## src/hw/rtl/pidfd_pkg.sv

```systemverilog
// Shared widths, constants, types and saturation helpers for the PID controller.
package pidfd_pkg;

    localparam int DATA_W  = 32;
    localparam int TF_W    = 20;
    localparam int FRAC    = 16;
    localparam int DT_W    = 17;
    localparam int ACC_W   = 34;
    localparam int FILT_W  = 48;
    localparam int MA_W    = 48;
    localparam int MB_W    = 32;
    localparam int PW      = MA_W + MB_W;
    localparam int CNT_W   = 6;
    localparam int DVD_W   = DATA_W + TF_W;
    localparam int CFG_W   = 3;
    localparam int LIM_W   = 31;

    localparam logic [DT_W-1:0]  DT_MIN    = 17'd105;
    localparam logic [DT_W-1:0]  DT_MAX    = 17'd104858;
    localparam logic [MB_W-1:0]  ALPHA_NEW = 32'd19661;
    localparam logic [MB_W-1:0]  ALPHA_OLD = 32'd45875;
    localparam logic [CNT_W-1:0] N_GAIN    = 6'd32;
    localparam logic [CNT_W-1:0] N_DT      = 6'd18;
    localparam logic [CNT_W-1:0] N_ALPHA   = 6'd17;
    localparam logic [CNT_W-1:0] DIV_STEPS = 6'd52;

    localparam logic [CFG_W-1:0] CFG_GAIN_P   = 3'd0;
    localparam logic [CFG_W-1:0] CFG_GAIN_I   = 3'd1;
    localparam logic [CFG_W-1:0] CFG_GAIN_D   = 3'd2;
    localparam logic [CFG_W-1:0] CFG_OUT_LIM  = 3'd3;
    localparam logic [CFG_W-1:0] CFG_INT_LIM  = 3'd4;

    localparam logic OP_CLEAR = 1'b1;

    localparam logic [LIM_W-1:0] OUT_LIM_RST = 31'h7fffffff;
    localparam logic [LIM_W-1:0] INT_LIM_RST = 31'h3fffffff;

    typedef struct packed {
        logic                    start;
        logic                    accum;
        logic signed [MA_W-1:0]  a;
        logic signed [MB_W-1:0]  b;
        logic [CNT_W-1:0]        n;
    } t_mul_req;

    function automatic logic signed [DATA_W-1:0] sat_to_data(input logic signed [PW:0] v);
        logic signed [PW:0] hi;
        logic signed [PW:0] lo;
        hi = $signed({{(PW+1-DATA_W){1'b0}}, 1'b0, {(DATA_W-1){1'b1}}});
        lo = ~hi;
        if (v > hi) begin
            return hi[DATA_W-1:0];
        end else if (v < lo) begin
            return lo[DATA_W-1:0];
        end
        return v[DATA_W-1:0];
    endfunction

    function automatic logic signed [FILT_W-1:0] sat_to_filt(input logic signed [PW:0] v);
        logic signed [PW:0] hi;
        logic signed [PW:0] lo;
        hi = $signed({{(PW+1-FILT_W){1'b0}}, 1'b0, {(FILT_W-1){1'b1}}});
        lo = ~hi;
        if (v > hi) begin
            return hi[FILT_W-1:0];
        end else if (v < lo) begin
            return lo[FILT_W-1:0];
        end
        return v[FILT_W-1:0];
    endfunction

endpackage

```

## src/hw/rtl/pidfd_mul.sv

```systemverilog
// Bit-serial signed shift-and-add multiplier with optional accumulation.
module pidfd_mul
    import pidfd_pkg::*;
(
    input  logic                  i_clk,
    input  logic                  i_rst_n,
    input  t_mul_req              i_req,
    output logic                  o_done,
    output logic signed [PW-1:0]  o_prod
);

    logic                  r_busy;
    logic                  r_done;
    logic [CNT_W-1:0]      r_cnt;
    logic signed [PW-1:0]  r_a;
    logic [MB_W-1:0]       r_b;
    logic signed [PW-1:0]  r_prod;
    logic                  w_last;

    assign w_last = (r_cnt == CNT_W'(1));

    always_ff @(posedge i_clk) begin
        if (!i_rst_n) begin
            r_busy <= 1'b0;
            r_done <= 1'b0;
            r_cnt  <= '0;
        end else if (i_req.start) begin
            r_busy <= 1'b1;
            r_done <= 1'b0;
            r_cnt  <= i_req.n;
        end else if (r_busy) begin
            r_cnt <= r_cnt - CNT_W'(1);
            if (w_last) begin
                r_busy <= 1'b0;
                r_done <= 1'b1;
            end
        end
    end

    // The last multiplier bit processed carries negative weight.
    always_ff @(posedge i_clk) begin
        if (i_req.start) begin
            r_a    <= PW'(i_req.a);
            r_b    <= i_req.b;
            r_prod <= i_req.accum ? r_prod : '0;
        end else if (r_busy) begin
            if (r_b[0]) begin
                r_prod <= w_last ? (r_prod - r_a) : (r_prod + r_a);
            end
            r_a <= r_a <<< 1;
            r_b <= r_b >> 1;
        end
    end

    assign o_done = r_done;
    assign o_prod = r_prod;

endmodule

```

## src/hw/rtl/pidfd_div.sv

```systemverilog
// Restoring radix-2 unsigned divider, one quotient bit per cycle.
module pidfd_div
    import pidfd_pkg::*;
(
    input  logic              i_clk,
    input  logic              i_rst_n,
    input  logic              i_start,
    input  logic [DVD_W-1:0]  i_dividend,
    input  logic [DT_W-1:0]   i_divisor,
    output logic              o_done,
    output logic [DVD_W-1:0]  o_quot
);

    logic                r_busy;
    logic                r_done;
    logic [CNT_W-1:0]    r_cnt;
    logic [DVD_W-1:0]    r_q;
    logic [DT_W-1:0]     r_rem;
    logic [DT_W-1:0]     r_dvs;
    logic [DT_W:0]       w_rem_sh;
    logic [DT_W:0]       w_diff;
    logic                w_ge;

    assign w_rem_sh = {r_rem, r_q[DVD_W-1]};
    assign w_diff   = w_rem_sh - {1'b0, r_dvs};
    assign w_ge     = (w_rem_sh >= {1'b0, r_dvs});

    always_ff @(posedge i_clk) begin
        if (!i_rst_n) begin
            r_busy <= 1'b0;
            r_done <= 1'b0;
            r_cnt  <= '0;
        end else if (i_start) begin
            r_busy <= 1'b1;
            r_done <= 1'b0;
            r_cnt  <= DIV_STEPS;
        end else if (r_busy) begin
            r_cnt <= r_cnt - CNT_W'(1);
            if (r_cnt == CNT_W'(1)) begin
                r_busy <= 1'b0;
                r_done <= 1'b1;
            end
        end
    end

    always_ff @(posedge i_clk) begin
        if (i_start) begin
            r_q   <= i_dividend;
            r_rem <= '0;
            r_dvs <= i_divisor;
        end else if (r_busy) begin
            r_rem <= w_ge ? w_diff[DT_W-1:0] : w_rem_sh[DT_W-1:0];
            r_q   <= {r_q[DVD_W-2:0], w_ge};
        end
    end

    assign o_done = r_done;
    assign o_quot = r_q;

endmodule

```

## src/hw/rtl/pid_filtered_derivative_antiwindup.sv

```systemverilog
// Top level of the fixed-point PID controller with filtered derivative and anti-windup.
// A control step presents its result once the products below are done; a clear goes straight to the result.
// The shared bit-serial multiplier forms six products one after another, while the divider
// for the rate runs alongside them.
// One item is in work at a time: a new item is taken only after the last result is issued.
// Synchronous active-low reset loads register defaults and clears the controller state.
module pid_filtered_derivative_antiwindup
    import pidfd_pkg::*;
(
    input  logic                     i_clk,
    input  logic                     i_rst_n,
    input  logic                     i_cfg_valid,
    output logic                     o_cfg_ready,
    input  logic [CFG_W-1:0]         i_cfg_index,
    input  logic [DATA_W-1:0]        i_cfg_data,
    input  logic                     i_in_valid,
    output logic                     o_in_ready,
    input  logic                     i_op,
    input  logic signed [DATA_W-1:0] i_target,
    input  logic signed [DATA_W-1:0] i_measured,
    input  logic [TF_W-1:0]          i_step_time,
    output logic                     o_out_valid,
    input  logic                     i_out_ready,
    output logic signed [DATA_W-1:0] o_drive,
    output logic                     o_saturated
);

    typedef enum logic [9:0] {
        S_IDLE = 10'b0000000001,
        S_PREP = 10'b0000000010,
        S_P    = 10'b0000000100,
        S_EDT  = 10'b0000001000,
        S_I    = 10'b0000010000,
        S_DIVW = 10'b0000100000,
        S_F1   = 10'b0001000000,
        S_F2   = 10'b0010000000,
        S_D    = 10'b0100000000,
        S_FIN  = 10'b1000000000
    } t_state;

    t_state                    r_state, n_state;
    logic signed [DATA_W-1:0]  r_gain_p, n_gain_p;
    logic signed [DATA_W-1:0]  r_gain_i, n_gain_i;
    logic signed [DATA_W-1:0]  r_gain_d, n_gain_d;
    logic [LIM_W-1:0]          r_out_lim, n_out_lim;
    logic [LIM_W-1:0]          r_int_lim, n_int_lim;
    logic signed [ACC_W-1:0]   r_acc, n_acc;
    logic signed [DATA_W-1:0]  r_last, n_last;
    logic signed [FILT_W-1:0]  r_filt, n_filt;
    logic                      r_clr, n_clr;
    logic signed [DATA_W-1:0]  r_meas, n_meas;
    logic signed [DATA_W-1:0]  r_err, n_err;
    logic [DT_W-1:0]           r_dt, n_dt;
    logic                      r_neg, n_neg;
    logic signed [ACC_W-1:0]   r_edt, n_edt;
    logic signed [DATA_W-1:0]  r_p, n_p;
    logic signed [DATA_W-1:0]  r_i, n_i;
    logic signed [DATA_W-1:0]  r_d, n_d;
    logic                      r_out_valid, n_out_valid;
    logic signed [DATA_W-1:0]  r_drive, n_drive;
    logic                      r_sat, n_sat;

    t_mul_req                  w_mul_req;
    logic                      w_mul_done;
    logic signed [PW-1:0]      w_prod;
    logic                      w_div_start;
    logic                      w_div_done;
    logic [DVD_W-1:0]          w_quot;
    logic [DVD_W-1:0]          w_dividend;

    logic [DATA_W:0]           w_diff;
    logic [DATA_W:0]           w_delta;
    logic [DATA_W:0]           w_mag;
    logic signed [ACC_W-1:0]   w_edt;
    logic signed [ACC_W:0]     w_acc_sum;
    logic signed [ACC_W:0]     w_ilim;
    logic signed [ACC_W-1:0]   w_acc_cl;
    logic signed [FILT_W-1:0]  w_rate;
    logic signed [FILT_W-1:0]  w_filt;
    logic signed [DATA_W+1:0]  w_sum;
    logic signed [DATA_W+1:0]  w_olim;
    logic signed [DATA_W+1:0]  w_clamp;
    logic                      w_hi;
    logic                      w_lo;
    logic                      w_fin_go;

    pidfd_mul u_mul (
        .i_clk   (i_clk),
        .i_rst_n (i_rst_n),
        .i_req   (w_mul_req),
        .o_done  (w_mul_done),
        .o_prod  (w_prod)
    );

    pidfd_div u_div (
        .i_clk      (i_clk),
        .i_rst_n    (i_rst_n),
        .i_start    (w_div_start),
        .i_dividend (w_dividend),
        .i_divisor  (r_dt),
        .o_done     (w_div_done),
        .o_quot     (w_quot)
    );

    always_comb begin
        w_diff     = {i_target[DATA_W-1], i_target} - {i_measured[DATA_W-1], i_measured};
        w_delta    = {r_meas[DATA_W-1], r_meas} - {r_last[DATA_W-1], r_last};
        w_mag      = w_delta[DATA_W] ? (~w_delta + (DATA_W+1)'(1)) : w_delta;
        w_dividend = {w_mag[DATA_W-1:0], {TF_W{1'b0}}};

        w_edt     = ACC_W'(w_prod >>> TF_W);
        w_acc_sum = (ACC_W+1)'(r_acc) + (ACC_W+1)'(w_edt);
        w_ilim    = $signed((ACC_W+1)'(r_int_lim));
        if (w_acc_sum > w_ilim) begin
            w_acc_cl = ACC_W'(w_ilim);
        end else if (w_acc_sum < -w_ilim) begin
            w_acc_cl = ACC_W'(-w_ilim);
        end else begin
            w_acc_cl = ACC_W'(w_acc_sum);
        end

        w_rate = r_neg ? -$signed(FILT_W'(w_quot)) : $signed(FILT_W'(w_quot));
        w_filt = sat_to_filt((PW+1)'(w_prod >>> FRAC));

        w_sum  = (DATA_W+2)'(r_p) + (DATA_W+2)'(r_i) + (DATA_W+2)'(r_d);
        w_olim = $signed((DATA_W+2)'(r_out_lim));
        w_hi   = (w_sum >= w_olim);
        w_lo   = (w_sum <= -w_olim);
        if (w_sum > w_olim) begin
            w_clamp = w_olim;
        end else if (w_sum < -w_olim) begin
            w_clamp = -w_olim;
        end else begin
            w_clamp = w_sum;
        end

        w_fin_go = !r_out_valid || i_out_ready;
    end

    always_comb begin
        n_state     = r_state;
        n_gain_p    = r_gain_p;
        n_gain_i    = r_gain_i;
        n_gain_d    = r_gain_d;
        n_out_lim   = r_out_lim;
        n_int_lim   = r_int_lim;
        n_acc       = r_acc;
        n_last      = r_last;
        n_filt      = r_filt;
        n_clr       = r_clr;
        n_meas      = r_meas;
        n_err       = r_err;
        n_dt        = r_dt;
        n_neg       = r_neg;
        n_edt       = r_edt;
        n_p         = r_p;
        n_i         = r_i;
        n_d         = r_d;
        n_drive     = r_drive;
        n_sat       = r_sat;
        n_out_valid = (r_out_valid && !i_out_ready);
        w_mul_req   = '0;
        w_div_start = 1'b0;

        case (r_state)
            S_IDLE: begin
                if (i_in_valid) begin
                    n_clr  = (i_op == OP_CLEAR);
                    n_meas = i_measured;
                    if (w_diff[DATA_W] != w_diff[DATA_W-1]) begin
                        n_err = w_diff[DATA_W] ? $signed({1'b1, {(DATA_W-1){1'b0}}})
                                               : $signed({1'b0, {(DATA_W-1){1'b1}}});
                    end else begin
                        n_err = $signed(w_diff[DATA_W-1:0]);
                    end
                    if (i_step_time < TF_W'(DT_MIN)) begin
                        n_dt = DT_MIN;
                    end else if (i_step_time > TF_W'(DT_MAX)) begin
                        n_dt = DT_MAX;
                    end else begin
                        n_dt = i_step_time[DT_W-1:0];
                    end
                    n_state = (i_op == OP_CLEAR) ? S_FIN : S_PREP;
                end
            end
            S_PREP: begin
                n_neg           = w_delta[DATA_W];
                w_div_start     = 1'b1;
                w_mul_req.start = 1'b1;
                w_mul_req.a     = MA_W'(r_err);
                w_mul_req.b     = r_gain_p;
                w_mul_req.n     = N_GAIN;
                n_state         = S_P;
            end
            S_P: begin
                if (w_mul_done) begin
                    n_p             = sat_to_data((PW+1)'(w_prod >>> FRAC));
                    w_mul_req.start = 1'b1;
                    w_mul_req.a     = MA_W'(r_err);
                    w_mul_req.b     = $signed(MB_W'(r_dt));
                    w_mul_req.n     = N_DT;
                    n_state         = S_EDT;
                end
            end
            S_EDT: begin
                if (w_mul_done) begin
                    n_edt           = w_edt;
                    n_acc           = w_acc_cl;
                    w_mul_req.start = 1'b1;
                    w_mul_req.a     = MA_W'(w_acc_cl);
                    w_mul_req.b     = r_gain_i;
                    w_mul_req.n     = N_GAIN;
                    n_state         = S_I;
                end
            end
            S_I: begin
                if (w_mul_done) begin
                    n_i     = sat_to_data((PW+1)'(w_prod >>> FRAC));
                    n_state = S_DIVW;
                end
            end
            S_DIVW: begin
                if (w_div_done) begin
                    w_mul_req.start = 1'b1;
                    w_mul_req.a     = w_rate;
                    w_mul_req.b     = $signed(ALPHA_NEW);
                    w_mul_req.n     = N_ALPHA;
                    n_state         = S_F1;
                end
            end
            S_F1: begin
                if (w_mul_done) begin
                    w_mul_req.start = 1'b1;
                    w_mul_req.accum = 1'b1;
                    w_mul_req.a     = r_filt;
                    w_mul_req.b     = $signed(ALPHA_OLD);
                    w_mul_req.n     = N_ALPHA;
                    n_state         = S_F2;
                end
            end
            S_F2: begin
                if (w_mul_done) begin
                    n_filt          = w_filt;
                    w_mul_req.start = 1'b1;
                    w_mul_req.a     = w_filt;
                    w_mul_req.b     = r_gain_d;
                    w_mul_req.n     = N_GAIN;
                    n_state         = S_D;
                end
            end
            S_D: begin
                if (w_mul_done) begin
                    n_d     = sat_to_data(-((PW+1)'(w_prod >>> FRAC)));
                    n_state = S_FIN;
                end
            end
            S_FIN: begin
                if (w_fin_go) begin
                    n_out_valid = 1'b1;
                    n_state     = S_IDLE;
                    if (r_clr) begin
                        n_acc   = '0;
                        n_last  = '0;
                        n_filt  = '0;
                        n_drive = '0;
                        n_sat   = 1'b0;
                    end else begin
                        n_drive = w_clamp[DATA_W-1:0];
                        n_sat   = w_hi || w_lo;
                        n_last  = r_meas;
                        if ((w_hi && r_err > 0) || (w_lo && r_err < 0)) begin
                            n_acc = r_acc - (r_edt >>> 1);
                        end
                    end
                end
            end
            default: begin
                n_state = S_IDLE;
            end
        endcase

        if (i_cfg_valid) begin
            case (i_cfg_index)
                CFG_GAIN_P: begin
                    n_gain_p = $signed(i_cfg_data);
                    n_acc    = '0;
                end
                CFG_GAIN_I: begin
                    n_gain_i = $signed(i_cfg_data);
                    n_acc    = '0;
                end
                CFG_GAIN_D: begin
                    n_gain_d = $signed(i_cfg_data);
                    n_acc    = '0;
                end
                CFG_OUT_LIM: begin
                    n_out_lim = i_cfg_data[LIM_W-1:0];
                end
                CFG_INT_LIM: begin
                    n_int_lim = i_cfg_data[LIM_W-1:0];
                end
                default: begin
                end
            endcase
        end
    end

    always_ff @(posedge i_clk) begin
        if (!i_rst_n) begin
            r_state     <= S_IDLE;
            r_gain_p    <= '0;
            r_gain_i    <= '0;
            r_gain_d    <= '0;
            r_out_lim   <= OUT_LIM_RST;
            r_int_lim   <= INT_LIM_RST;
            r_acc       <= '0;
            r_last      <= '0;
            r_filt      <= '0;
            r_out_valid <= 1'b0;
        end else begin
            r_state     <= n_state;
            r_gain_p    <= n_gain_p;
            r_gain_i    <= n_gain_i;
            r_gain_d    <= n_gain_d;
            r_out_lim   <= n_out_lim;
            r_int_lim   <= n_int_lim;
            r_acc       <= n_acc;
            r_last      <= n_last;
            r_filt      <= n_filt;
            r_out_valid <= n_out_valid;
        end
    end

    always_ff @(posedge i_clk) begin
        r_clr   <= n_clr;
        r_meas  <= n_meas;
        r_err   <= n_err;
        r_dt    <= n_dt;
        r_neg   <= n_neg;
        r_edt   <= n_edt;
        r_p     <= n_p;
        r_i     <= n_i;
        r_d     <= n_d;
        r_drive <= n_drive;
        r_sat   <= n_sat;
    end

    assign o_cfg_ready = 1'b1;
    assign o_in_ready  = (r_state == S_IDLE);
    assign o_out_valid = r_out_valid;
    assign o_drive     = r_drive;
    assign o_saturated = r_sat;

    a_int_clamped: assert property (@(posedge i_clk) disable iff (!i_rst_n)
        (r_state == S_EDT && w_mul_done) |=>
        (r_acc <= $signed(ACC_W'(r_int_lim)) && r_acc >= -$signed(ACC_W'(r_int_lim))))
        else $error("integral left its clamp after accumulation");

    a_clear_state: assert property (@(posedge i_clk) disable iff (!i_rst_n)
        (r_state == S_FIN && r_clr && w_fin_go) |=>
        (r_acc == '0 && r_filt == '0 && r_last == '0 && o_drive == '0 && !o_saturated))
        else $error("clear item did not zero the state and result");

    a_sat_at_limit: assert property (@(posedge i_clk) disable iff (!i_rst_n)
        (r_out_valid && r_sat) |->
        (r_drive == $signed({1'b0, r_out_lim}) || r_drive == -$signed({1'b0, r_out_lim})))
        else $error("saturated result is not at an output limit");

endmodule

```

## config.mk

```make
export PLATFORM = sky130hd
export DESIGN_NAME = pid_filtered_derivative_antiwindup
export DESIGN_NICKNAME = d
export VERILOG_FILES = /design/src/hw/rtl/pidfd_pkg.sv /design/src/hw/rtl/pidfd_mul.sv /design/src/hw/rtl/pidfd_div.sv /design/src/hw/rtl/pid_filtered_derivative_antiwindup.sv
export SDC_FILE = /design/constraint.sdc
export NUM_CORES = 2
export LEC_CHECK = 0
export BUFFER_PORTS_ARGS = -buffer_cell sky130_fd_sc_hd__buf_2
export CORE_MARGIN = 1.5
export CORE_UTILIZATION = 60
export CTS_CLUSTER_DIAMETER = 80
export DETAILED_ROUTE_END_ITERATION = 10
export PLACE_DENSITY = 0.77
export SYNTH_ARGS = -nofsm -noshare
export SYNTH_HDL_FRONTEND = slang
export SYNTH_SLANG_ARGS = --single-unit
export TNS_END_PERCENT = 10
```

## constraint.sdc

```tcl
create_clock -name i_clk -period 10 [get_ports i_clk]
set_input_delay 1.5 -clock i_clk [delete_from_list [all_inputs] [get_ports i_clk]]
set_output_delay 1.5 -clock i_clk [all_outputs]
set_load 0.005 [all_outputs]
```

==> metrics.txt <==
Synth area leaders=edfxtp_1 (26%), dfxtp_1 (12%), ha_1 (8.7%), a21oi_1 (6.2%), xnor2_1 (4.5%); fin. max-slew vios=0; Worst Max-Slew Pin Slew=1.33 ns; drt drc=0; Port Buffer Count=159; HPWL Detailed=140000 um; Critical path origin=u_mul.o_prod[20]$_SDFFCE_PP0P_; Worst Setup Slack, final=2.63 ns; sequential area share after synthesis=37.3%; most frequent cells after synthesis=a21oi_1 (702), nand2_1 (661), nor2_1 (596); share of layout cells above drive strength 1=7.95%; Total GRT Usage=37.7%; Die Y-Extent=311 um; Clock Path Buffers=3; VDD IR max=0.129 mV; count of different cell masters after synthesis=116; Starting Density=60.9%; Post-synth EDFFs=486; Place WS=2.82 ns; routed via count=51.4k; Reg2Reg Launch Point=u_mul.o_prod[20]$_SDFFCE_PP0P_; Total Wirelength=188000 um; status=completed; Synth Flop Type=edfxtp_1; drt wl/cell=24.0 um; initial antenna violation count=9; Final nets=7063; grt total ovfl=0; post-CTS sizing=0; reg2reg end=u_mul.r_a[79]$_DFFE_PP_; clk sinks=822; worst skew pair latency=0.70 ns; CTS tree=done; First DRT Iteration DRCs=5687; area leader, netlist=edfxtp_1; CP startpoint kind=flop; YS warnings=0; root buffer cell=clkbuf_16; area growth from synthesis to layout=8.70%; routed vias/inst=6.55; share of the synthesized area in the top cell type=25.6%; largest net degree at the start of global routing=95; row count=112; register bit total from synthesis=822; R2R setup slack=2.63 ns; end of the critical path=u_mul.r_a[79]$_DFFE_PP_; DIE AREA=0.0970 mm^2; CP Data Required Time=10.44 ns; Worst EP arrival=7.81 ns; Clock Skew=0.0296 ns; fraction of registers with async set/reset=0%; unrepaired setup endpoints after global routing=false; power per cell area=148 mW/mm^2; CTS Hold Bufs=0; Mapped Cells=6487; Worst R2R Path Depth=26; CTS buffer count=92; final non-filler cell total=7840; core area=0.0937 mm^2; Min Hold Slack=0.454 ns; mapped cell area=0.0571 mm^2; Tmin final=7.37 ns; Critical Path Fanout Max=33; post-route ant nets=0; MaxCap Viol Count=0; Hold Violations, Final=0; TritonRoute pass-1 iters=7; vias in the first global route=47.3k; Max Clock Freq=0.136 GHz; Pleak=24.4 nW; Critical Path Sink Type=flop; kind of critical path=flop to flop; die width=311 um; first-pass GRT wire length=284000 um; Mean Syn Cell Area=8.80 um^2; # Post-CTS Setup Buffers=0; IO Count=161; GPL Wtd Cong=1.05; CTS clk-pin slew, worst paths=0.06 ns; Max-slew headroom=10.7%; DP Cell Count=7661; Mapped Nets=7049; most frequent cell after synthesis=a21oi_1; Final period util=73.7%; setup tns final=0 ns; Worst Hold Class=flop to flop; final setup fails=0; H-Tree Depth=3
## critical path, cell delays in order, from the launching register on
cell,delay [ns]
edfxtp_1,0.53
ha_1,0.28
inv_1,0.08
fa_1,0.21
nor2b_1,0.07
o31a_1,0.28
o22ai_1,0.48
a21boi_1,0.26
o211a_1,0.36
o21ai_0,0.25
a21boi_0,0.13
o21a_1,0.18
or3_1,0.32
and2_1,0.20
ha_1,0.32
a21o_1,0.18
a21o_1,0.17
a21oi_1,0.14
nor3_1,0.07
o22ai_1,0.31
o221a_2,0.58
nand2_1,0.15
o211a_1,0.15
o21ai_1,0.69
o211ai_1,0.18
buf_4,0.29
a21o_1,0.21
## flip-flops by register name (all words and copies together) (netlist names), 33 cells and up
name / count
r_acc: 34
r_edt: 33
r_filt: 48
u_div.o_quot: 52
u_mul.o_prod: 80
u_mul.r_a: 80
## metrics by stage
stage / utilization (%) / instance area, um^2 / power, mW
3_5_place_dp: 62.9 / 59000 / 5.74
3_3_place_gp: 62.9 / 59000 / 5.71
2_1_floorplan: - / 57100 / 5.23
6_report: 66.2 / 62100 / 9.17
5_1_grt: 66.2 / 62100 / 9.50
4_1_cts: 66.2 / 62100 / 9.16
## power breakdown
group	leakage, nW	internal [mW]	switching, mW
combinational	15.7	0.689	1.12
clock	1.50	1.94	1.51
sequential	7.13	3.77	0.146
total	24.4	6.40	2.78
## layout make-up
cell class,instances,area (um^2)
diodes,5,12.5
clock buffers,124,2580
clock inverters,50,459
fillers,7820,31700
inverters,299,1130
multi-input cells,5041,33500
flip-flops and latches,822,21300
well taps,1254,1570
repair buffers,245,1440
## per-layer routing
layer / track usage (%) / part of all wire (%) / wire [um]
met1: 49.8 / 41 / 76500
met2: 58.3 / 44 / 82700
met3: 6.52 / 8.7 / 16400
met4: 21.9 / 6.5 / 12300
met5: 0 / 0.054 / 102
## worst min-delay path by stage
stage / start / to / cells after the start
floorplan: r_dt[16]$_SDFFCE_PP0P_ / u_div.r_dvs[16]$_DFFE_PN_ / 0
CTS: r_gain_d[15]$_SDFFE_PN0P_ / r_gain_d[15]$_SDFFE_PN0P_ / 2
global placement: r_gain_i[31]$_SDFFE_PN0P_ / r_gain_i[31]$_SDFFE_PN0P_ / 2
finish: r_gain_d[1]$_SDFFE_PN0P_ / r_gain_d[1]$_SDFFE_PN0P_ / 2
global route: r_gain_i[9]$_SDFFE_PN0P_ / r_gain_i[9]$_SDFFE_PN0P_ / 2
detailed placement: r_dt[13]$_SDFFCE_PP0P_ / u_div.r_dvs[13]$_DFFE_PN_ / 0
## cell usage in the layout, fill, tap and decap left out, types with 43 or more instances in the layout
master	netlist	layout
a31oi_1	59	58
xnor2_1	295	295
nand2_1	661	661
nor3_1	108	106
edfxtp_1	486	486
nor2_1	596	595
o211ai_1	102	102
o31ai_1	61	61
o21ai_0	312	310
a22oi_1	48	48
nor3b_1	54	51
buf_4	1	86
dfxtp_1	336	335
clkbuf_16	0	94
a211oi_1	63	63
nand4_1	85	85
nand3_1	126	125
a21oi_1	702	700
o21bai_1	54	53
nor4_1	61	59
a21o_1	251	251
o21a_1	43	43
xor2_1	165	165
ha_1	398	398
mux2i_1	56	56
inv_1	293	289
buf_2	23	159
nor2b_1	58	58
or3_1	47	46
nand2b_1	56	56
## cell families (layout without fill, tap and decap cells)
| family | after synthesis | after routing | synth area share, % |
|---|---|---|---|
| DFF | 822 | 822 | 37.3 |
| other | 1 | 6 | 0.00657 |
| AOI/OAI and AO/OA | 1986 | 1986 | 22.3 |
| adders and majority gates | 448 | 448 | 10.3 |
| and+or+nand+nor | 2085 | 2085 | 17.7 |
| buffers and inverters | 624 | 718 | 4.20 |
| xor gates and xnor gates | 462 | 462 | 7.12 |
| muxes | 59 | 59 | 1.05 |
(Power assumes the default switching activity.)
